$ cat config.mk
export PLATFORM = sky130hd
export DESIGN_NAME = circular_flash_log_writer
export DESIGN_NICKNAME = d
export VERILOG_FILES = /design/src/rtl/cflw_pkg.sv /design/src/rtl/circular_flash_log_writer.sv
export SDC_FILE = /design/constraint.sdc
export NUM_CORES = 1
export LEC_CHECK = 0
export BUFFER_PORTS_ARGS = -buffer_cell sky130_fd_sc_hd__clkbuf_2
export CAP_MARGIN = 20
export CORE_ASPECT_RATIO = 1.75
export CORE_MARGIN = 2
export CORE_UTILIZATION = 55
export CTS_CLUSTER_DIAMETER = 150
export CTS_CLUSTER_SIZE = 16
export DETAILED_ROUTE_END_ITERATION = 10
export GPL_TIMING_DRIVEN = 1
export PLACE_DENSITY = 0.78
export SKIP_LAST_GASP = 1
export SLEW_MARGIN = 10
export SYNTH_ARGS = -nofsm -noshare
export SYNTH_HDL_FRONTEND = slang
export SYNTH_SLANG_ARGS = --single-unit
$ cat constraint.sdc
create_clock -name clk_i -period 7.6 [get_ports clk_i]
set_input_delay 1.9 -clock clk_i [delete_from_list [all_inputs] [get_ports clk_i]]
set_output_delay 1.9 -clock clk_i [all_outputs]
set_load 0.02 [all_outputs]
$ cat src/rtl/cflw_pkg.sv
package cflw_pkg;

  // Flash geometry
  localparam int unsigned PageShift   = 8;    // 256-byte pages
  localparam int unsigned SectorShift = 12;   // 4096-byte sectors
  localparam int unsigned AddrW       = 32;
  localparam int unsigned CountW      = 17;   // page counts up to 65536
  localparam int unsigned PageW       = 16;   // page index
  localparam logic [CountW-1:0] MaxPages = 17'd65536;

  // Configuration register indexes
  localparam logic [1:0] RegBaseAddr   = 2'd0;
  localparam logic [1:0] RegTotalPages = 2'd1;
  localparam logic [1:0] RegKeepPages  = 2'd2;

  // Operations
  localparam logic OpNewPage = 1'b0;
  localparam logic OpSignal  = 1'b1;

  // Status codes
  localparam logic [2:0] StOk        = 3'd0;
  localparam logic [2:0] StNoData    = 3'd1;
  localparam logic [2:0] StSaturated = 3'd2;
  localparam logic [2:0] StOutOfBnd  = 3'd3;
  localparam logic [2:0] StAgain     = 3'd4;

  // Stop tracking modes
  localparam logic [1:0] ModeUnset   = 2'd0;
  localparam logic [1:0] ModePending = 2'd1;
  localparam logic [1:0] ModeFixed   = 2'd2;

  // One result word
  typedef struct packed {
    logic [AddrW-1:0] erase_address;
    logic             erase_request;
    logic [AddrW-1:0] write_address;
    logic             write_request;
    logic [2:0]       status;
  } result_t;

  localparam int unsigned ResultW = $bits(result_t);
  localparam int unsigned OutDataW = ((ResultW + 7) / 8) * 8;

endpackage

$ cat src/rtl/circular_flash_log_writer.sv
// Circular flash log writer: write pointer control for a flash partition
// used as a ring of 256-byte pages in 4096-byte sectors.
// Input stream (s_axis): one word per item; tuser is the operation (new page
// or end-of-circle signal), tdata bit 0 says whether page data is present.
// Output stream (m_axis): one result word per input word carrying status, the
// page write command with its byte address and, when the pointer moves onto
// the start of a sector, an erase command for that sector.
// Configuration: cfg_we_i writes cfg_data_i into register cfg_index_i
// (0 base address, 1 total pages, 2 keep pages); write only while idle.
// The result is in the output register in the cycle after the input word is
// accepted. Throughput: one word per cycle while results are taken; the pointer
// update is a single compare, increment and wrap done in the accept cycle.
// Stall: s_axis_tready drops only while a result sits in the output register
// and the receiver holds m_axis_tready low; the result stays stable meanwhile.
// Reset: pointer at page 0, no end-of-circle signal seen, base address 0,
// total pages 65536, keep pages 0, output empty.
module circular_flash_log_writer (
  input  logic        clk_i,
  input  logic        rst_ni,
  // configuration write port
  input  logic        cfg_we_i,
  input  logic [1:0]  cfg_index_i,
  input  logic [31:0] cfg_data_i,
  // input stream
  input  logic        s_axis_tvalid,
  output logic        s_axis_tready,
  input  logic [7:0]  s_axis_tdata,   // [0] page_present, [7:1] zero
  input  logic        s_axis_tuser,   // [0] operation
  // result stream
  output logic        m_axis_tvalid,
  input  logic        m_axis_tready,
  // [2:0] status, [3] write_request, [35:4] write_address,
  // [36] erase_request, [68:37] erase_address, [71:69] zero
  output logic [cflw_pkg::OutDataW-1:0] m_axis_tdata
);

  localparam int unsigned CountW = cflw_pkg::CountW;
  localparam int unsigned PageW  = cflw_pkg::PageW;
  localparam int unsigned AddrW  = cflw_pkg::AddrW;

  // Configuration registers
  logic [AddrW-1:0]  base_q;
  logic [CountW-1:0] total_q;
  logic [CountW-1:0] keep_q;

  always_ff @(posedge clk_i or negedge rst_ni) begin
    if (!rst_ni) begin
      base_q  <= '0;
      total_q <= cflw_pkg::MaxPages;
      keep_q  <= '0;
    end else if (cfg_we_i) begin
      unique case (cfg_index_i)
        cflw_pkg::RegBaseAddr:   base_q  <= cfg_data_i;
        cflw_pkg::RegTotalPages: total_q <= cfg_data_i[CountW-1:0];
        cflw_pkg::RegKeepPages:  keep_q  <= cfg_data_i[CountW-1:0];
        default: ;
      endcase
    end
  end

  // Pointer state
  logic [PageW-1:0] write_page_q, write_page_d;
  logic [1:0]       stop_mode_q, stop_mode_d;
  logic [PageW-1:0] stop_page_q, stop_page_d;

  // Output register
  logic              out_valid_q;
  cflw_pkg::result_t out_q, res_d;

  logic in_fire;
  assign s_axis_tready = !out_valid_q || m_axis_tready;
  assign in_fire       = s_axis_tvalid && s_axis_tready;

  // Per-item decode and pointer update
  logic [CountW-1:0] n_pages, keep_eff, wp_ext, stop_calc, next_ext;
  logic [PageW-1:0]  next_page;
  logic [1:0]        mode_eff;
  logic [PageW-1:0]  stop_eff;
  logic [AddrW-1:0]  cur_addr, next_addr;
  logic              op, present;

  always_comb begin
    op      = s_axis_tuser;
    present = s_axis_tdata[0];

    n_pages  = (total_q > cflw_pkg::MaxPages) ? cflw_pkg::MaxPages : total_q;
    keep_eff = (keep_q > n_pages) ? n_pages : keep_q;
    wp_ext   = {1'b0, write_page_q};

    // stop index keep pages behind the pointer, wrapped into the ring
    if (wp_ext >= keep_eff) begin
      stop_calc = wp_ext - keep_eff;
    end else begin
      stop_calc = wp_ext + n_pages - keep_eff;
    end

    // advance with wrap
    next_ext  = wp_ext + CountW'(1);
    next_page = (next_ext >= n_pages) ? '0 : next_ext[PageW-1:0];

    cur_addr  = base_q + {{(AddrW-PageW-cflw_pkg::PageShift){1'b0}}, write_page_q,
                          {cflw_pkg::PageShift{1'b0}}};
    next_addr = base_q + {{(AddrW-PageW-cflw_pkg::PageShift){1'b0}}, next_page,
                          {cflw_pkg::PageShift{1'b0}}};

    write_page_d = write_page_q;
    stop_mode_d  = stop_mode_q;
    stop_page_d  = stop_page_q;
    mode_eff     = stop_mode_q;
    stop_eff     = stop_page_q;
    res_d        = '0;
    res_d.status = cflw_pkg::StOk;

    if (op == cflw_pkg::OpSignal) begin
      if (stop_mode_q != cflw_pkg::ModeUnset) begin
        res_d.status = cflw_pkg::StAgain;
      end else begin
        stop_mode_d = cflw_pkg::ModePending;
      end
    end else if (!present) begin
      res_d.status = cflw_pkg::StNoData;
    end else begin
      // first page with data after the signal fixes the stop index
      if (stop_mode_q == cflw_pkg::ModePending) begin
        mode_eff    = cflw_pkg::ModeFixed;
        stop_eff    = stop_calc[PageW-1:0];
        stop_mode_d = cflw_pkg::ModeFixed;
        stop_page_d = stop_calc[PageW-1:0];
      end
      if (mode_eff == cflw_pkg::ModeFixed && write_page_q == stop_eff) begin
        res_d.status = cflw_pkg::StSaturated;
      end else if (wp_ext >= n_pages) begin
        res_d.status = cflw_pkg::StOutOfBnd;
      end else begin
        res_d.write_request = 1'b1;
        res_d.write_address = cur_addr;
        write_page_d        = next_page;
        // erase when the new pointer opens a sector
        if (next_addr[cflw_pkg::SectorShift-1:0] == '0) begin
          res_d.erase_request = 1'b1;
          res_d.erase_address = next_addr;
        end
      end
    end
  end

  always_ff @(posedge clk_i or negedge rst_ni) begin
    if (!rst_ni) begin
      write_page_q <= '0;
      stop_mode_q  <= cflw_pkg::ModeUnset;
      stop_page_q  <= '0;
      out_valid_q  <= 1'b0;
    end else begin
      if (in_fire) begin
        write_page_q <= write_page_d;
        stop_mode_q  <= stop_mode_d;
        stop_page_q  <= stop_page_d;
        out_valid_q  <= 1'b1;
      end else if (m_axis_tready) begin
        out_valid_q <= 1'b0;
      end
    end
  end

  // result payload, no reset needed
  always_ff @(posedge clk_i) begin
    if (in_fire) begin
      out_q <= res_d;
    end
  end

  assign m_axis_tvalid = out_valid_q;
  assign m_axis_tdata  = {{(cflw_pkg::OutDataW-cflw_pkg::ResultW){1'b0}}, out_q};

`ifndef NO_ASSERTIONS
  // an erase always accompanies a page write
  a_erase_with_write: assert property (@(posedge clk_i) disable iff (!rst_ni)
    out_valid_q && out_q.erase_request |-> out_q.write_request)
    else $error("erase without page write");

  // the write address is zero when no write is requested
  a_addr_zero: assert property (@(posedge clk_i) disable iff (!rst_ni)
    out_valid_q && !out_q.write_request |-> out_q.write_address == '0)
    else $error("write address set without request");

  // a saturated discard only happens with a fixed stop index
  a_sat_fixed: assert property (@(posedge clk_i) disable iff (!rst_ni)
    out_valid_q && out_q.status == cflw_pkg::StSaturated
    |-> stop_mode_q == cflw_pkg::ModeFixed)
    else $error("saturated without fixed stop");

  // a signal never moves the pointer
  a_signal_no_move: assert property (@(posedge clk_i) disable iff (!rst_ni)
    in_fire && s_axis_tuser == cflw_pkg::OpSignal |=> $stable(write_page_q))
    else $error("pointer moved on signal");

  // the pointer does not move unless a write is commanded
  a_move_on_write: assert property (@(posedge clk_i) disable iff (!rst_ni)
    in_fire && !res_d.write_request |=> $stable(write_page_q))
    else $error("pointer moved without write");
`endif

endmodule

# [Word-level counts from Yosys, hierarchy flattened]
# Index checks and enable logic that the tools add are counted.
[totals] ff_bits=170 latch_bits=0 ram_bits=0 mem_bits_ro=0 input_bits=48 output_inout_bits=74 mem_count=0
[classes] add_sub_neg=6 multipliers=0 div=0 n_lt_le_gt_ge=5 n_eq_ne=6 shifts=0 mux=21 bitwise=5 reduce_logical=18
[ops] operator="16-bit two-way mux" n=5
[ops] operator="32-bit by 24-bit adder with 32-bit output" n=2
[ops] operator="16-bit by 17-bit greater-or-equal comparator with 1-bit output" n=2
[ops] operator="17-bit two-way mux" n=2
[ops] operator="16-bit subtractor" n=2
[ops] operator="16-bit by 1-bit adder with 17-bit output (second input constant)" n=1
[ops] operator="17-bit greater-or-equal comparator" n=1
[ops] operator="17-bit > comparator" n=1
[ops] operator="17-bit > comparator (second input constant)" n=1
[ops] operator="16-bit adder" n=1
[ops] operator="16-bit == test" n=1
[ops] operator="2-bit two-way mux" n=8
[ops] operator="12-bit logical NOT" n=1
[ops] operator="3-bit two-way mux" n=2
[ops] operator="2-bit AND reduction" n=3
[ops] operator="3-bit AND reduction" n=2
[ops] operator="2-bit nonzero test" n=3
[ops] operator="1-bit NOT" n=5
[ops] operator="5-bit AND reduction" n=1
[ops] operator="5-bit OR reduction" n=1
[ops] operator="2-bit by 1-bit == test with 1-bit output (second input constant)" n=2
[ops] operator="2-bit == test (second input constant)" n=2
[ops] operator="1-bit two-way mux" n=4
[ops] operator="4-bit OR reduction" n=1
[ops] operator="other kinds (6)" n=7

# [Depth between registers and ports, before layout]
# Gate-level depths: netlist of the first run.
[logic_depth] depth_word=14 depth_mapped=33 mapped_depth_nobuf=30

# [Worst setup path after synthesis of the first run]
# No wires, ideal clock.
[synth_path] kind="flip-flop to flip-flop" from="reg total_q[3]" to="reg out_q (netlist bit m_axis_tdata[56]) (data pin)" setup_ns=0.268 t_arrival_ns=6.919 t_required_ns=7.332 slack_ns=0.413 stages_incl_launch_ff=30 cell_sequence="dfrtp_1 > nor4_1 > a41o_1 > clkbuf_1 > nand2_1 > ha_1 > nand4_1 > or4_1 > a31oi_1 > nor3_1 > a31o_2 > clkbuf_1 > nand2_1 > o21a_1 > inv_1 > fa_1 > inv_1 > ha_1 > a2111oi_0 > o21ai_0 > a21oi_1 > o211ai_1 > a32oi_1 > xnor2_1 > o311ai_0 > o311a_1 > or4b_1 > o31ai_4 > buf_2 > nor3_1"
[synth_between] elab_chain_len=12 elab_cells_between_ends=21
[synth_lines] element="from (decl)" line="circular_flash_log_writer.sv:43" source="logic [CountW-1:0] total_q;"
[synth_lines] element="from (signal assigned)" line="circular_flash_log_writer.sv:49" source="total_q <= cflw_pkg::MaxPages;"
[synth_lines] element="from (signal assigned)" line="circular_flash_log_writer.sv:54" source="cflw_pkg::RegTotalPages: total_q <= cfg_data_i[CountW-1:0];"
[synth_lines] element="17-bit > comparator" line="circular_flash_log_writer.sv:86" source="n_pages = (total_q > cflw_pkg::MaxPages) ? cflw_pkg::MaxPages : total_q;"
[synth_lines] element="17-bit two-way mux (*)" line="circular_flash_log_writer.sv:86"
[synth_lines] element="17-bit > comparator" line="circular_flash_log_writer.sv:87" source="keep_eff = (keep_q > n_pages) ? n_pages : keep_q;"
[synth_lines] element="17-bit two-way mux" line="circular_flash_log_writer.sv:87"
[synth_lines] element="16-bit subtractor (tied with other cells)" line="circular_flash_log_writer.sv:94" source="stop_calc = wp_ext + n_pages - keep_eff;"
[synth_lines] element="16-bit two-way mux" line="circular_flash_log_writer.sv:91" source="if (wp_ext >= keep_eff) begin"
[synth_lines] element="16-bit two-way mux"
[synth_lines] element="16-bit two-way mux" line="circular_flash_log_writer.sv:120" source="end else if (!present) begin"
[synth_lines] element="16-bit two-way mux" line="circular_flash_log_writer.sv:114" source="if (op == cflw_pkg::OpSignal) begin"
[synth_lines] element="16-bit == test" line="circular_flash_log_writer.sv:130" source="if (mode_eff == cflw_pkg::ModeFixed && write_page_q == stop_eff) begin"
[synth_lines] element="1-bit logical AND" line="circular_flash_log_writer.sv:130"
[synth_lines] element="5-bit OR reduction (no source line)"
[synth_lines] element="to (signal assigned)" line="circular_flash_log_writer.sv:168" source="out_q <= res_d;"
[synth_lines] element="to (decl)" line="circular_flash_log_writer.sv:68" source="cflw_pkg::result_t out_q, res_d;"
# Every way passes the cells marked *; elsewhere a longest branch is shown, timed or not. The select of a mux whose other input is x is not followed.
# A chain may end at the register's enable or synchronous reset.

# [Worst setup path after layout of the first run]
[layout_path] from="reg total_q[8]" to="reg out_q (netlist bit m_axis_tdata[22]) (data pin)"
[layout_between] elab_chain_len=12 elab_cells_between_ends=16
[layout_lines] element="17-bit > comparator" line="circular_flash_log_writer.sv:86"
[layout_lines] element="17-bit two-way mux (*)" line="circular_flash_log_writer.sv:86"
[layout_lines] element="17-bit > comparator" line="circular_flash_log_writer.sv:87"
[layout_lines] element="17-bit two-way mux" line="circular_flash_log_writer.sv:87"
[layout_lines] element="16-bit subtractor (tied with other cells)" line="circular_flash_log_writer.sv:94"
[layout_lines] element="16-bit two-way mux" line="circular_flash_log_writer.sv:91"
[layout_lines] element="16-bit two-way mux"
[layout_lines] element="16-bit two-way mux" line="circular_flash_log_writer.sv:120"
[layout_lines] element="16-bit two-way mux" line="circular_flash_log_writer.sv:114"
[layout_lines] element="16-bit == test" line="circular_flash_log_writer.sv:130"
[layout_lines] element="1-bit logical AND" line="circular_flash_log_writer.sv:130"
[layout_lines] element="4-bit OR reduction (no source line) (*)"
# Marks and branches as above.

==> results of run 1 <==
[cell families after synthesis]
group / Yosys count / synth area share, %
simple gates: 379 / 14.7
other cells: 1 / 0.0297
buf+inv: 152 / 4.69
compound gates: 308 / 16.7
mux: 80 / 7.03
flops: 170 / 36.5
xor+xnor: 79 / 5.71
fa+ha+maj: 137 / 14.7
[repair_timing]
action | 4_1_cts | 5_1_grt
pin swaps | 7 | 25
buffers inserted | 4 | 8
setup endpoints to repair | 72 | 72
gates resized for setup | 26 | 43
cloned | 1 | 4
[cell type report]
class,count,share of cell area (%)
Clock buffer,20,2.85
Timing Repair Buffer,311,13.7
Clock inverter,12,0.657
Multi-Input combinational cell,999,49.2
Sequential cell,170,28.7
Tap cell,300,2.34
Inverter,107,2.51
[metal layers]
layer / track usage (%) / vias up
li1: - / 5365
met1: 33.4 / 5730
met2: 63.5 / 546
met3: 5.55 / 221
met4: 30.6 / 0
met5: 0 / -
[through the flow]
stage	area (µm²)	setup WS (ps)	hold WS, ps	TNS, ps
after floorplan	12700	413	450	0
after global placement	14800	-532	465	-23780
after detailed placement	14800	-678	479	-31810
after CTS	15600	1.42	499	0
after global routing	16000	-130	515	-3360
final	16000	-58.7	495	-532
[worst min-delay path by stage]
stage | start | to | slack (ps)
final | stop_page_q[5]$_DFFE_PN0P_ | stop_page_q[5]$_DFFE_PN0P_ | 500
after CTS | stop_page_q[1]$_DFFE_PN0P_ | stop_page_q[1]$_DFFE_PN0P_ | 500
after global routing | stop_page_q[2]$_DFFE_PN0P_ | stop_page_q[2]$_DFFE_PN0P_ | 510
after detailed placement | stop_page_q[1]$_DFFE_PN0P_ | stop_page_q[1]$_DFFE_PN0P_ | 480
after floorplan | stop_page_q[1]$_DFFE_PN0P_ | stop_page_q[1]$_DFFE_PN0P_ | 450
after global placement | stop_page_q[1]$_DFFE_PN0P_ | stop_page_q[1]$_DFFE_PN0P_ | 460
[flip-flops by register name (all words and copies together), names as in the netlist]
register / count
stop_page_q: 16
m_axis_tdata: 69
m_axis_tvalid: 1
keep_q: 17
base_q: 32
write_page_q: 16
total_q: 17
stop_mode_q: 2
[cells in the final DEF (no fill, tap or decap), types with 9 or more instances in the layout]
master,instances
nor2b_1,17
a21o_1,23
conb_1,15
mux2i_1,11
xnor2_1,54
xor2_1,22
nor4_1,11
or3_1,10
inv_1,103
fa_1,17
nor2_1,93
a21oi_1,59
buf_4,190
nand2_1,94
nor3_1,47
edfxtp_1,69
clkbuf_16,20
dfrtp_1,100
mux2_2,68
clkbuf_2,110
a211oi_1,20
ha_1,111
nand3_1,21
o211ai_1,11
o21a_1,25
o22ai_1,16
nand2b_1,9
nand4_1,16
o21ai_0,54
and3_1,13
[worst max-delay path, delay by kind of cell, from the launching register on]
family / cells / cell delay, ps
AO/OA/AOI/OAI: 10 / 2350
adder cells (fa/ha/maj): 3 / 1240
AND/OR/NAND/NOR: 10 / 2300
flip-flops: 1 / 420
buffers and inverters: 7 / 1000
==> out/qor.yml, run 1 <==
outcome:
  outcome: "complete, but fails checks"
  violations: "setup timing"
detailed_routing:
  drt-initial-drc-count: 889
  drtPass1Iterations: 6
  dr_wl_met2_um: 22600
  via_per_inst: 6.18
  ant_nets: 0
  dr_wl_met3_um: 2240
  drt_wl_total_um: 43200
  wl_met1_um: 14100
  wl_per_cell_um: 22.5
  vias: 11900
  drc: 0
  top_layer_used: "met4"
finish:
  fin_util_pct: 70.7
  n_antenna_cell: 0
  nets: 1791
  area_growth_pct: 27.0
  layout-drive-gt1-share_pct: 29.3
  seqCellArea_um2: 4600
  final_cells: 1919
  n_fill_cell: 1702
  multiInputGateArea_um2: 7870
clock_network:
  clk_pin_slew_worst_paths_ps: 70
  clock_path_buffers: 2
  cts_tree: "done"
  holdBufCountCts: 0
  cts_root_buf: "clkbuf_16"
  clock_latency_ps: 450
  htreeDepth: 4
  cts_sinks: 170
  numCtsBuffers: 17
synthesis:
  synth_cell_types: 80
  synth_area_leaders: "dfrtp_1, edfxtp_1, ha_1"
  avgSynthCellArea_um2: 9.65
  synth_top_area_share_pct: 19.8
  async_reset_ff_share_pct: 59.4
  synth_edf_count: 69
  synthMostInstantiatedCell: "ha_1"
  synth_common_cells: "ha_1, inv_1, dfrtp_1"
  syn_inst: 1306
  synth_ff_type: "dfrtp_1"
  ys.warnings.count: 0
  yosys.area.top_type: "dfrtp_1"
  syn_area_um2: 12600
  yosys_register_bits: 170
  synth-seq-area-share_pct: 36.5
timing:
  worst_pin_slew_ps: 1130
  report.final.slew_viol_count: 0
  maxSlewHeadroom_pct: 25.0
  finalHoldViolCount: 0
  fin_crit_ps: 7660
  setup_slack_ps: -58.7
  fmax_mhz: 131
  post-route-period-util_pct: 101
  skew_ps: 8.47
  setup_viol: 16
floorplan:
  dieArea_um2: 24200
  num_rows: 73
  die_h_um: 204
  io-pin-count: 122
  coreArea_um2: 22700
  start_util_pct: 55.7
  die_w_um: 118
setup_path:
  setup.reg_to_reg.worst_slack_ps: -60
  cp-start-kind: "register"
  worstSetupPathType: "reg2reg"
  crit_slowest_cell: "or4b_4"
  r2r_start: "total_q[8]$_DFFE_PN0P_"
  endpoint: "m_axis_tdata[22]$_SDFFCE_PP0P_"
  crit_path_max_fanout: 11
  cp.arrival_ps: 7810
  r2r-end: "m_axis_tdata[22]$_SDFFCE_PP0P_"
  cp.required_ps: 7750
  reg2reg_depth: 30
  startpoint: "total_q[8]$_DFFE_PN0P_"
  end_kind: "register"
  worst_path_largest_cell_delay_ps: 580
job:
  maxCapViolCount: 0
global_route:
  grt.total_usage_pct: 34.8
  antenna_found_initial: 0
  grt_pass1_vias: 11800
  grt_first_pass_wirelength_um: 63500
  grt_max_degree: 76
  grt_overflow_total: 0
placement:
  port_buffers: 111
  dpl.hpwl_um: 31900
  dp_cells: 1870
  place_congestion: 1.02
min_path:
  min_delay_path_depth: 2
  hold_path.class: "reg2reg"
Power of run 1 is left out: the tool's default activity adds up to more than one toggle a clock period on the data nets, which glitch-free logic cannot reach.
==> run 2, diff against run 1 <==
==> constraint.sdc (replaced) <==
create_clock -name clk_i -period 6.6 [get_ports clk_i]
set_input_delay 1.65 -clock clk_i [delete_from_list [all_inputs] [get_ports clk_i]]
set_output_delay 1.65 -clock clk_i [all_outputs]
set_load 0.02 [all_outputs]
==> run 2 against run 1 <==
Compared with the run above:
- cell count increased by 4.8%
- sequential cell count unchanged
- worst setup slack got worse by 1300 ps
- wire length increased by 23%
- the run still ends with setup timing left
- sequential share of layout area decreased by 2.5 points
- critical endpoint is now m_axis_tdata[49]$_SDFFCE_PP0P_
- core utilization increased by 6.8 points
- largest cell class unchanged
- die area unchanged
- via count increased by 12%
- first-iteration DRC count increased by 66%
- global-route usage increased by 2.6 points
==> out/qor.yml, run 2 (same netlist as run 1, synthesis figures left out) <==
outcome:
  outcome: "complete, but fails checks"
  violations: "setup timing"
placement:
  dpl.hpwl_um: 32600
  port_buffers: 111
  post-place-ws_ps: -1040
  place_congestion: 0.969
clock_network:
  numCtsBuffers: 17
  htreeDepth: 4
  holdBufCountCts: 0
  clock_path_buffers: 2
  clock_latency_ps: 470
  cts_sinks: 170
  cts_tree: "done"
  cts_root_buf: "clkbuf_16"
  clk_pin_slew_worst_paths_ps: 70
timing:
  setup_viol: 73
  maxSlewHeadroom_pct: 25.7
  grt_setup_unrepaired: "yes"
  hold-worst-slack_ps: 500
  report.final.slew_viol_count: 0
  fin_crit_ps: 7940
  finalHoldViolCount: 0
  fmax_mhz: 126
  skew_ps: 13.5
  worst_pin_slew_ps: 1100
  setup_slack_ps: -1340
  post-route-period-util_pct: 120
setup_path:
  startpoint: "total_q[11]$_DFFE_PN0P_"
  crit_family: "compound AO/OA/AOI/OAI gates"
  path_common_cell: "buf_4"
  reg2reg_depth: 31
  crit_path_max_fanout: 18
  worst_path_largest_cell_delay_ps: 680
  crit_slowest_cell: "or4_4"
  cp.arrival_ps: 8140
  cp-start-kind: "register"
  r2r-end: "m_axis_tdata[49]$_SDFFCE_PP0P_"
  worstSetupPathType: "reg2reg"
  end_kind: "register"
  cp.required_ps: 6810
  r2r_start: "total_q[11]$_DFFE_PN0P_"
  setup.reg_to_reg.worst_slack_ps: -1340
  cp_num_buf_inv: 9
min_path:
  hold_path.startpoint: "stop_page_q[5]$_DFFE_PN0P_"
  min_delay_path_depth: 2
  hold_end: "stop_page_q[5]$_DFFE_PN0P_"
  hold_path.class: "reg2reg"
finish:
  nets: 1884
  largest_reg_flops: 69
  seqCellArea_um2: 4600
  n_fill_cell: 1305
  area_growth_pct: 39.2
  multiInputGateArea_um2: 8530
  final_cell_mix: "buf_4, clkbuf_2, ha_1"
  n_antenna_cell: 0
  final_common_cell: "buf_4"
  layout-drive-gt1-share_pct: 38.4
detailed_routing:
  ant_nets: 0
  via_per_inst: 6.61
  drt_wl_total_um: 53300
  drt-initial-drc-count: 1476
  vias: 13300
  wl_per_cell_um: 26.5
  drtPass1Iterations: 9
  drc: 0
floorplan:
  num_rows: 73
  io-pin-count: 122
  start_util_pct: 55.7
  die_w_um: 118
  coreArea_um2: 22700
  dieArea_um2: 24200
  die_h_um: 204
global_route:
  grt_max_degree: 70
  grt.total_usage_pct: 37.4
  grt_pass1_vias: 12900
  grt_first_pass_wirelength_um: 68700
  antenna_found_initial: 0
  grt_overflow_total: 0
job:
  maxCapViolCount: 0
run 2: changes by cell type in the layout (fill, tap and decap cells not counted), moves of 10 or more:
| cell | previous run | this run |
|---|---|---|
| buf_4 | 190 | 269 |
| o22ai_1 | 16 | 3 |
| nor3_1 | 47 | 30 |
| nor3_4 | 1 | 13 |
| o22ai_2 | 1 | 12 |
| nor2_1 | 93 | 81 |
| nor2_4 | 0 | 10 |
run 2: per-layer routing:
| metal | global-route usage (%) | share of wire (%) | wire length, µm |
|---|---|---|---|
| met5 | 0 | 0 | 0 |
| met4 | 36.2 | 13 | 6980 |
| met2 | 67.2 | 48 | 25500 |
| met1 | 35.3 | 30 | 16000 |
| met3 | 6.14 | 9.0 | 4810 |
run 2: tightest hold or removal path: stages, from the launching register on:
cell and delay [ps]:
dfrtp_1 360, nand2_1 50, o21ai_0 60
run 2: per-stage QoR:
stage	instance area [µm²]	std cells	utilization (%)	setup TNS, ps
2_1_floorplan	12800	1320	-	-2020
3_3_place_gp	15400	1932	68.1	-65630
3_5_place_dp	15400	1932	68.1	-68970
4_1_cts	16800	1995	74.3	-45970
5_1_grt	17600	2012	77.5	-98250
6_report	17600	2012	77.5	-88130
run 2: cell type report:
class / count / area share (%)
sequential: 170 / 26.2
inverter: 107 / 2.29
clock buffer: 23 / 3.03
multi-input combinational: 999 / 48.6
tap: 300 / 2.14
clock inverter: 9 / 0.692
timing repair buffer: 404 / 17.1
run 2: worst max path at each step:
| stage | endpoint | cells after the start |
|---|---|---|
| detailed placement | m_axis_tdata[21]$_SDFFCE_PP0P_ | 29 |
| global route | m_axis_tdata[67]$_SDFFCE_PP0P_ | 32 |
| global placement | m_axis_tdata[21]$_SDFFCE_PP0P_ | 29 |
| floorplan | m_axis_tdata[18]$_SDFFCE_PP0P_ | 29 |
| finish | m_axis_tdata[49]$_SDFFCE_PP0P_ | 31 |
| CTS | m_axis_tdata[21]$_SDFFCE_PP0P_ | 33 |
run 2: repair_timing:
action	in CTS	in global routing
cloned	7	3
buffers inserted	25	20
gates resized for setup	81	112
endpoints found under the setup margin	72	72
pin swaps	48	72
Power of run 2 is left out for the same reason.
